$ cat config.mk
export PLATFORM = sky130hd
export DESIGN_NAME = ehash_mix
export DESIGN_NICKNAME = d
export VERILOG_FILES = /design/src/ehash_pkg.sv /design/src/ehash_mix.sv
export SDC_FILE = /design/constraint.sdc
export NUM_CORES = 2
export LEC_CHECK = 0
export BUFFER_PORTS_ARGS = -buffer_cell sky130_fd_sc_hd__buf_2
export CORE_MARGIN = 2
export CORE_UTILIZATION = 50
export CTS_CLUSTER_SIZE = 16
export DETAILED_ROUTE_END_ITERATION = 10
export PLACE_DENSITY = 0.65
export SLEW_MARGIN = 30
export SYNTH_ARGS = -nofsm -noshare
export SYNTH_HDL_FRONTEND = slang
export SYNTH_SLANG_ARGS = --single-unit
$ cat constraint.sdc
create_clock -name clock -period 9.8 [get_ports clock]
set_input_delay 0.98 -clock clock [delete_from_list [all_inputs] [get_ports clock]]
set_output_delay 0.98 -clock clock [all_outputs]
set_load 0.1 [all_outputs]
$ cat src/ehash_pkg.sv
`timescale 1ns / 1ps
`default_nettype none
package ehash_pkg;
   localparam int MAX_GLOBAL_DEPTH = 8;
   localparam int BUCKET_SLOTS     = 16;
   localparam int DIR_W            = MAX_GLOBAL_DEPTH;
   localparam int DIR_ENTRIES      = 1 << DIR_W;
   localparam int BKT_W            = MAX_GLOBAL_DEPTH;
   localparam int NFB_W            = BKT_W + 1;
   localparam int SLOT_W           = $clog2(BUCKET_SLOTS);
   localparam int FILL_W           = $clog2(BUCKET_SLOTS + 1);
   localparam int DEPTH_W          = $clog2(MAX_GLOBAL_DEPTH + 1);
   localparam int SLOT_ADDR_W      = BKT_W + SLOT_W;
   localparam int SLOT_TOTAL       = 1 << SLOT_ADDR_W;
   localparam int COUNT_W          = 13;
   localparam int KEY_W            = 64;
   localparam int HASH_W           = 32;
   localparam int MIX_SHIFT        = 33;
   localparam logic [63:0] MIX_C1  = 64'hff51afd7ed558ccd;
   localparam logic [63:0] MIX_C2  = 64'hc4ceb9fe1a85ec53;

   typedef enum logic [1:0] {
      REQ_LOOKUP  = 2'd0,
      REQ_INSERT  = 2'd1,
      REQ_REMOVE  = 2'd2,
      REQ_UNKNOWN = 2'd3
   } req_kind_type;

   typedef enum logic [1:0] {
      STS_OK        = 2'd0,
      STS_NOT_FOUND = 2'd1,
      STS_FULL      = 2'd2
   } status_type;

   typedef struct packed {
      logic [KEY_W-1:0] key;
      logic [31:0]      page;
      logic [15:0]      slot;
   } entry_type;

   typedef struct packed {
      logic [DEPTH_W-1:0] ld;
      logic [FILL_W-1:0]  fill;
   } meta_type;

   typedef struct packed {
      logic              done;
      logic [HASH_W-1:0] hash;
   } mix_out_type;
endpackage
`default_nettype wire

$ cat src/ehash_mix.sv
`timescale 1ns / 1ps
`default_nettype none
module ehash_mix (
   input  logic                     clock,
   input  logic                     reset,
   input  logic                     start,
   input  logic [63:0]              key,
   output ehash_pkg::mix_out_type   mix
);
   typedef enum logic [1:0] {MX_IDLE, MX_MUL, MX_DONE} mx_state_type;

   mx_state_type state_ff, state_in;
   logic [63:0] x_ff, x_in, acc_ff, acc_in, prod_ff, prod_in;
   logic [1:0]  step_ff, step_in;
   logic        pass_ff, pass_in;
   logic [ehash_pkg::HASH_W-1:0] hash_ff, hash_in;
   logic [31:0] op_a, op_b;
   logic [63:0] mult_c, sum, mixed;

   // low 64 bits of a 64x64 product from three 32x32 partials, one per cycle
   assign mult_c  = pass_ff ? ehash_pkg::MIX_C2 : ehash_pkg::MIX_C1;
   assign op_a    = (step_ff == 2'd1) ? x_ff[63:32] : x_ff[31:0];
   assign op_b    = (step_ff == 2'd2) ? mult_c[63:32] : mult_c[31:0];
   assign prod_in = op_a * op_b;
   assign sum     = acc_ff + {prod_ff[31:0], 32'd0};
   assign mixed   = sum ^ (sum >> ehash_pkg::MIX_SHIFT);

   assign mix.done = (state_ff == MX_DONE);
   assign mix.hash = hash_ff;

   always_comb begin
      state_in = state_ff;
      x_in     = x_ff;
      acc_in   = acc_ff;
      step_in  = step_ff;
      pass_in  = pass_ff;
      hash_in  = hash_ff;
      unique case (state_ff)
         MX_IDLE: begin
            if (start) begin
               x_in     = key ^ (key >> ehash_pkg::MIX_SHIFT);
               step_in  = 2'd0;
               pass_in  = 1'b0;
               state_in = MX_MUL;
            end
         end
         MX_MUL: begin
            step_in = step_ff + 2'd1;
            case (step_ff)
               2'd1: acc_in = prod_ff;
               2'd2: acc_in = sum;
               2'd3: begin
                  x_in = mixed;
                  if (pass_ff) begin
                     hash_in  = mixed[ehash_pkg::HASH_W-1:0];
                     state_in = MX_DONE;
                  end else begin
                     pass_in = 1'b1;
                  end
               end
               default: ;
            endcase
         end
         MX_DONE: state_in = MX_IDLE;
         default: state_in = MX_IDLE;
      endcase
   end

   always_ff @(posedge clock) begin
      if (reset) begin
         state_ff <= MX_IDLE;
      end else begin
         state_ff <= state_in;
      end
      x_ff    <= x_in;
      acc_ff  <= acc_in;
      prod_ff <= prod_in;
      step_ff <= step_in;
      pass_ff <= pass_in;
      hash_ff <= hash_in;
   end
endmodule
`default_nettype wire

# Word level (Yosys, flattened, before mapping)

Index checks and enable logic that the tools add are counted.

Bits in latches: 0
Bits in read-only memories: 0
Bits of input ports: 67
Memory bits (writable): 0
Output and inout port bits: 33
Flip-flop bits (word level): 229
Memories: 0
Logic and storage cells: 44

Div/mod/pow operators: 0
Equality and inequality tests: 8
Magnitude comparators: 0
Multipliers: 1
Bitwise gates (word level): 2
Add/subtract/negate cells: 2
Shift-type cells: 0
Multiplexer cells: 16
Reductions and logical operators: 8

Operators with widths:

| kind                  | count |
|---|---|
| $pmux W64 S2          | 2 |
| $mux W64              | 2 |
| $xor A64 B31 Y64      | 2 |
| $add A64 B64 Y64      | 1 |
| $mul A32 B32 Y64      | 1 |
| $mux W32              | 2 |
| $mux W62              | 1 |
| $reduce_and A3 Y1     | 3 |
| $mux W2               | 4 |
| $pmux W2 S2           | 2 |
| $eq A2 B2 Y1 const B  | 3 |
| $ne A2 B2 Y1 const B  | 3 |
| $eq A2 B1 Y1 const B  | 2 |
| $reduce_and A2 Y1     | 2 |
| $reduce_bool A2 Y1    | 2 |
| $add A2 B1 Y2 const B | 1 |
| $logic_not A2 Y1      | 1 |
| $mux W1               | 2 |
| $pmux W1 S2           | 1 |

# Longest topological paths before layout

Word-level depth: 4
Depth in mapped cells: 37
Depth with buffers taken out: 34

# Worst setup path before layout

OpenSTA, ideal clock, no wires.

Path type: reg2reg
From: reg step_ff[1]
To: reg prod_ff[62]
Path buffers: 4
Data arrival time: 9.008 ns
Required time: 9.728 ns
Clock period less this slack: 9.080 ns
Library setup time: 0.072 ns
Setup slack: 0.720 ns
Stages on the path, launching flop included: 34
Cell sequence: edfxtp_1 > inv_1 > ha_1 > clkbuf_1 > buf_1 > buf_1 > mux2_2 > nand2_1 > inv_1 > fa_1 > fa_1 > fa_1 > inv_1 > fa_1 > inv_1 > fa_1 > inv_1 > fa_1 > inv_1 > fa_1 > inv_1 > fa_1 > inv_1 > ha_1 > clkbuf_1 > nand2_1 > or3_1 > o21ai_1 > a41oi_1 > o31ai_1 > nand3_1 > o21a_1 > o21ai_1 > xnor2_1

Word-level cells in the longest chain between the ends: 3
Elaborated cells on any way between the ends: 5

RTL lines:

| element                                      | line                             | RTL |
|---|---|---|
| start, declared                              | ehash_mix.sv:14                  | `logic [1:0] step_ff, step_in;` |
| start signal, assigned                       | ehash_mix.sv:78                  | `step_ff <= step_in;` |
| $eq A2 B1 Y1 or $eq A2 B2 Y1 (tied branches) | ehash_mix.sv:22, ehash_mix.sv:23 |  |
| $mux W32 (on tied branches)                  | ehash_mix.sv:22, ehash_mix.sv:23 |  |
| $mul A32 B32 Y64 (*)                         | ehash_mix.sv:24                  | `assign prod_in = op_a * op_b;` |
| net prod_in[62]                              | ehash_mix.sv:13                  | `logic [63:0] x_ff, x_in, acc_ff, acc_in, prod_ff, prod_in;` |
| end signal, assigned                         | ehash_mix.sv:77                  | `prod_ff <= prod_in;` |
| end, declared                                | ehash_mix.sv:13                  |  |

The timed path passes the listed nets; every way through them passes the cells marked *.
A chain may end at the register's enable or synchronous reset.

# Final worst setup path

From: reg step_ff[0]
To: reg prod_ff[62]

Same word-level chain as after synthesis.

==> impl_results.md <==
* Fillers at 7,197
* Status: finished, final reports clean
* Crit-path max cell delay at 560 ps
* Root Buffer: clkbuf_16
* Final Non-Filler Cells at 5,194
* Hold Path Class: reg -> reg
* HPWL Detailed at 108,800 µm
* N_diodes at 0
* Most numerous cell on the critical path: fa_1
* Hold path depth at 0
* Maximum clock frequency at 105.3 MHz
* Ports at 100
* H-tree levels at 1
* TritonCTS clock tree: done
* Setup Skew at 14.07 ps
* Netlist cell types at 70
* Die Y at 286.3 µm
* Fin. Hold Viols at 0
* Routed WL at 126,300 µm
* Post-CTS setup buffers at 0
* Reg area at 6216 µm²
* Seq/Total Area, Yosys at 15.60%
* Layout area overhead at 7.241%
* Clock transition at path regs at 70 ps
* Ys async rst share at 0%
* Clock latency on the worst-skew pair at 520 ps
* Final nets at 5,360
* Number of remaining DRC errors at 0
* Die ar. at 81,960 µm²
* Largest net degree at the start of global routing at 66
* Cell count after placement at 5,157
* RSZ-0062 raised after global routing: false
* First-pass GRT wire length at 189,600 µm
* Initial antenna violation count at 7
* Critical path type: reg -> reg
* Gr ovfl total at 0
* Number of global-route vias before repair at 29,900
* Vias per inst at 5.493
* Required time worst endpoint at 10,250 ps
* Average size of a mapped cell at 9.873 µm²
* Clk buf depth at 3
* Reg2reg path depth at 29
* Wire per inst at 24.31 µm
* Final Setup Violations at 0
* Syn Std Cell Area at 39,850 µm²
* Core ar. at 79,000 µm²
* Die width at 286.3 µm
* GP Congestion at 1.021
* Port bufs at 99
* Yosys warning total at 0
* Max-cap violations at 0
* Max transition margin at 35.62%
* Sink Count at 229
* Initial Utilization at 50.44%
* FP Rows at 103
* Slew @ Worst Pin at 963.2 ps
* Drt first pass iters at 5
* Share of post-route cells with drive strength above 1 at 7.698%
* Antenna viol nets, final at 0
* Setup TNS at 0 ps
* CTS resizes at 0
* Tmin final at 9494 ps
* DR vias at 28,530
* Worst setup SP type: flip-flop
* Syn Nets at 5,266
* Multi-input gate area at 29,670 µm²
* Placed inst area at 42,040 µm²
* Final Cell Area at 42,730 µm²
* CP max FO at 17
* Final period util at 96.88%
* Number of synthesized register bits at 229
* Hold_ws at 468.1 ps
* Worst EP arrival at 9950 ps
* Cts bufs inserted at 20
* Top_reg_cell synth: edfxtp_1
* Crit end category: flip-flop
* Post-CTS Hold Fix Bufs at 0
* GRT Total Usage at 31.49%
* Post-synth EDFFs at 163
* Number of instances in the synthesized netlist at 4,036
* Slowest CP cell: fa_1
* Initial DRC count at 2,777
* Slew Limit Fails at 0
-- kinds of logic (layout without fill, tap and decap cells) --
group                      Yosys count  count (layout)  share of synthesized area, %
AOI/OAI and AO/OA                  447             447                         7.015
xor gates and xnor gates           230             230                         5.090
adders and majority gates         1167            1167                         51.33
buffers and inverters             1067            1175                         10.05
DFF                                229             229                         15.60
muxes                               67              67                         1.831
other                                1               1                      0.009411
and+or+nand+nor                    828             828                         9.069
-- layout make-up --
cell class / instances / share of cell area (%)
clock buffer: 28 / 1.432
clock inverter: 8 / 0.1054
inverter: 940 / 8.257
multi-input combinational: 2740 / 69.45
sequential: 229 / 14.55
tap: 1050 / 3.074
timing repair buffer: 199 / 3.139
-- cell usage in the layout (no fill, tap or decap), types with 17 or more instances in the layout --
master,Yosys,layout
ha_1,382,378
buf_4,0,93
a21o_1,96,96
and3_1,22,22
xnor2_1,131,131
mux2i_1,20,20
nor2b_1,41,41
fa_1,781,781
edfxtp_1,163,163
clkbuf_16,0,21
nand2b_1,32,31
nand3_1,35,35
nor2_1,282,279
o21ai_0,110,110
nor3_1,17,17
a21oi_1,131,131
buf_2,0,99
mux2_2,47,47
nand4_1,18,18
inv_1,933,933
dfxtp_1,66,66
and2_1,30,30
xor2_1,98,98
nand2_1,323,323
-- routing by layer --
metal / vias to the layer above / wire [µm] / global-route usage (%)
met5: - / 0 / 0
met4: 0 / 7893 / 15.79
met3: 276 / 9040 / 3.847
met2: 1199 / 57540 / 49.45
met1: 14440 / 51810 / 43.42
li1: 12610 / - / -
-- worst paths after layout --
path	slack, ps	endpoint	start
setup / recovery	310	prod_ff[62]	step_ff[0]
setup reg to reg	310	prod_ff[62]	step_ff[0]
hold reg to reg	470	hash_ff[31]	acc_ff[31]
hold / removal	470	hash_ff[31]	acc_ff[31]
-- critical path: cells and delay by family, from the launching register on --
family          cells  cell delay [ps]
compound gates      5             1510
flops               1              480
simple gates        4              930
fa+ha+maj          11             5280
xor+xnor            1              130
buf+inv             8             1090
-- Yosys cell counts, types with 22 or more instances --
cell type | instances | area (µm²)
inv_1 | 933 | 3502
fa_1 | 781 | 15640
ha_1 | 382 | 4780
nand2_1 | 323 | 1212
nor2_1 | 282 | 1059
edfxtp_1 | 163 | 4895
a21oi_1 | 131 | 655.6
xnor2_1 | 131 | 1147
clkbuf_1 | 117 | 439.2
o21ai_0 | 110 | 550.5
xor2_1 | 98 | 858.3
a21o_1 | 96 | 720.7
dfxtp_1 | 66 | 1321
mux2_2 | 47 | 529.3
nor2b_1 | 41 | 256.5
nand3_1 | 35 | 175.2
nand2b_1 | 32 | 200.2
and2_1 | 30 | 187.7
and3_1 | 22 | 137.6
-- sequential cells by signal, indices dropped and copies added (netlist names) --
register and flops:
acc_ff 64, x_ff 64, state_ff 2, step_ff 2, pass_ff 1, prod_ff 64
hash_ff 32
-- metrics by stage --
step           setup WS, ps  util (%)
5_1_grt               43.29     54.09
3_5_place_dp          407.0     53.21
4_1_cts               353.2     54.04
6_report              305.6     54.09
3_3_place_gp          466.3     53.21
2_1_floorplan         719.8         -
Power is left out: the tool's default activity adds up to more than one toggle a clock period on the data nets, which glitch-free logic cannot reach.
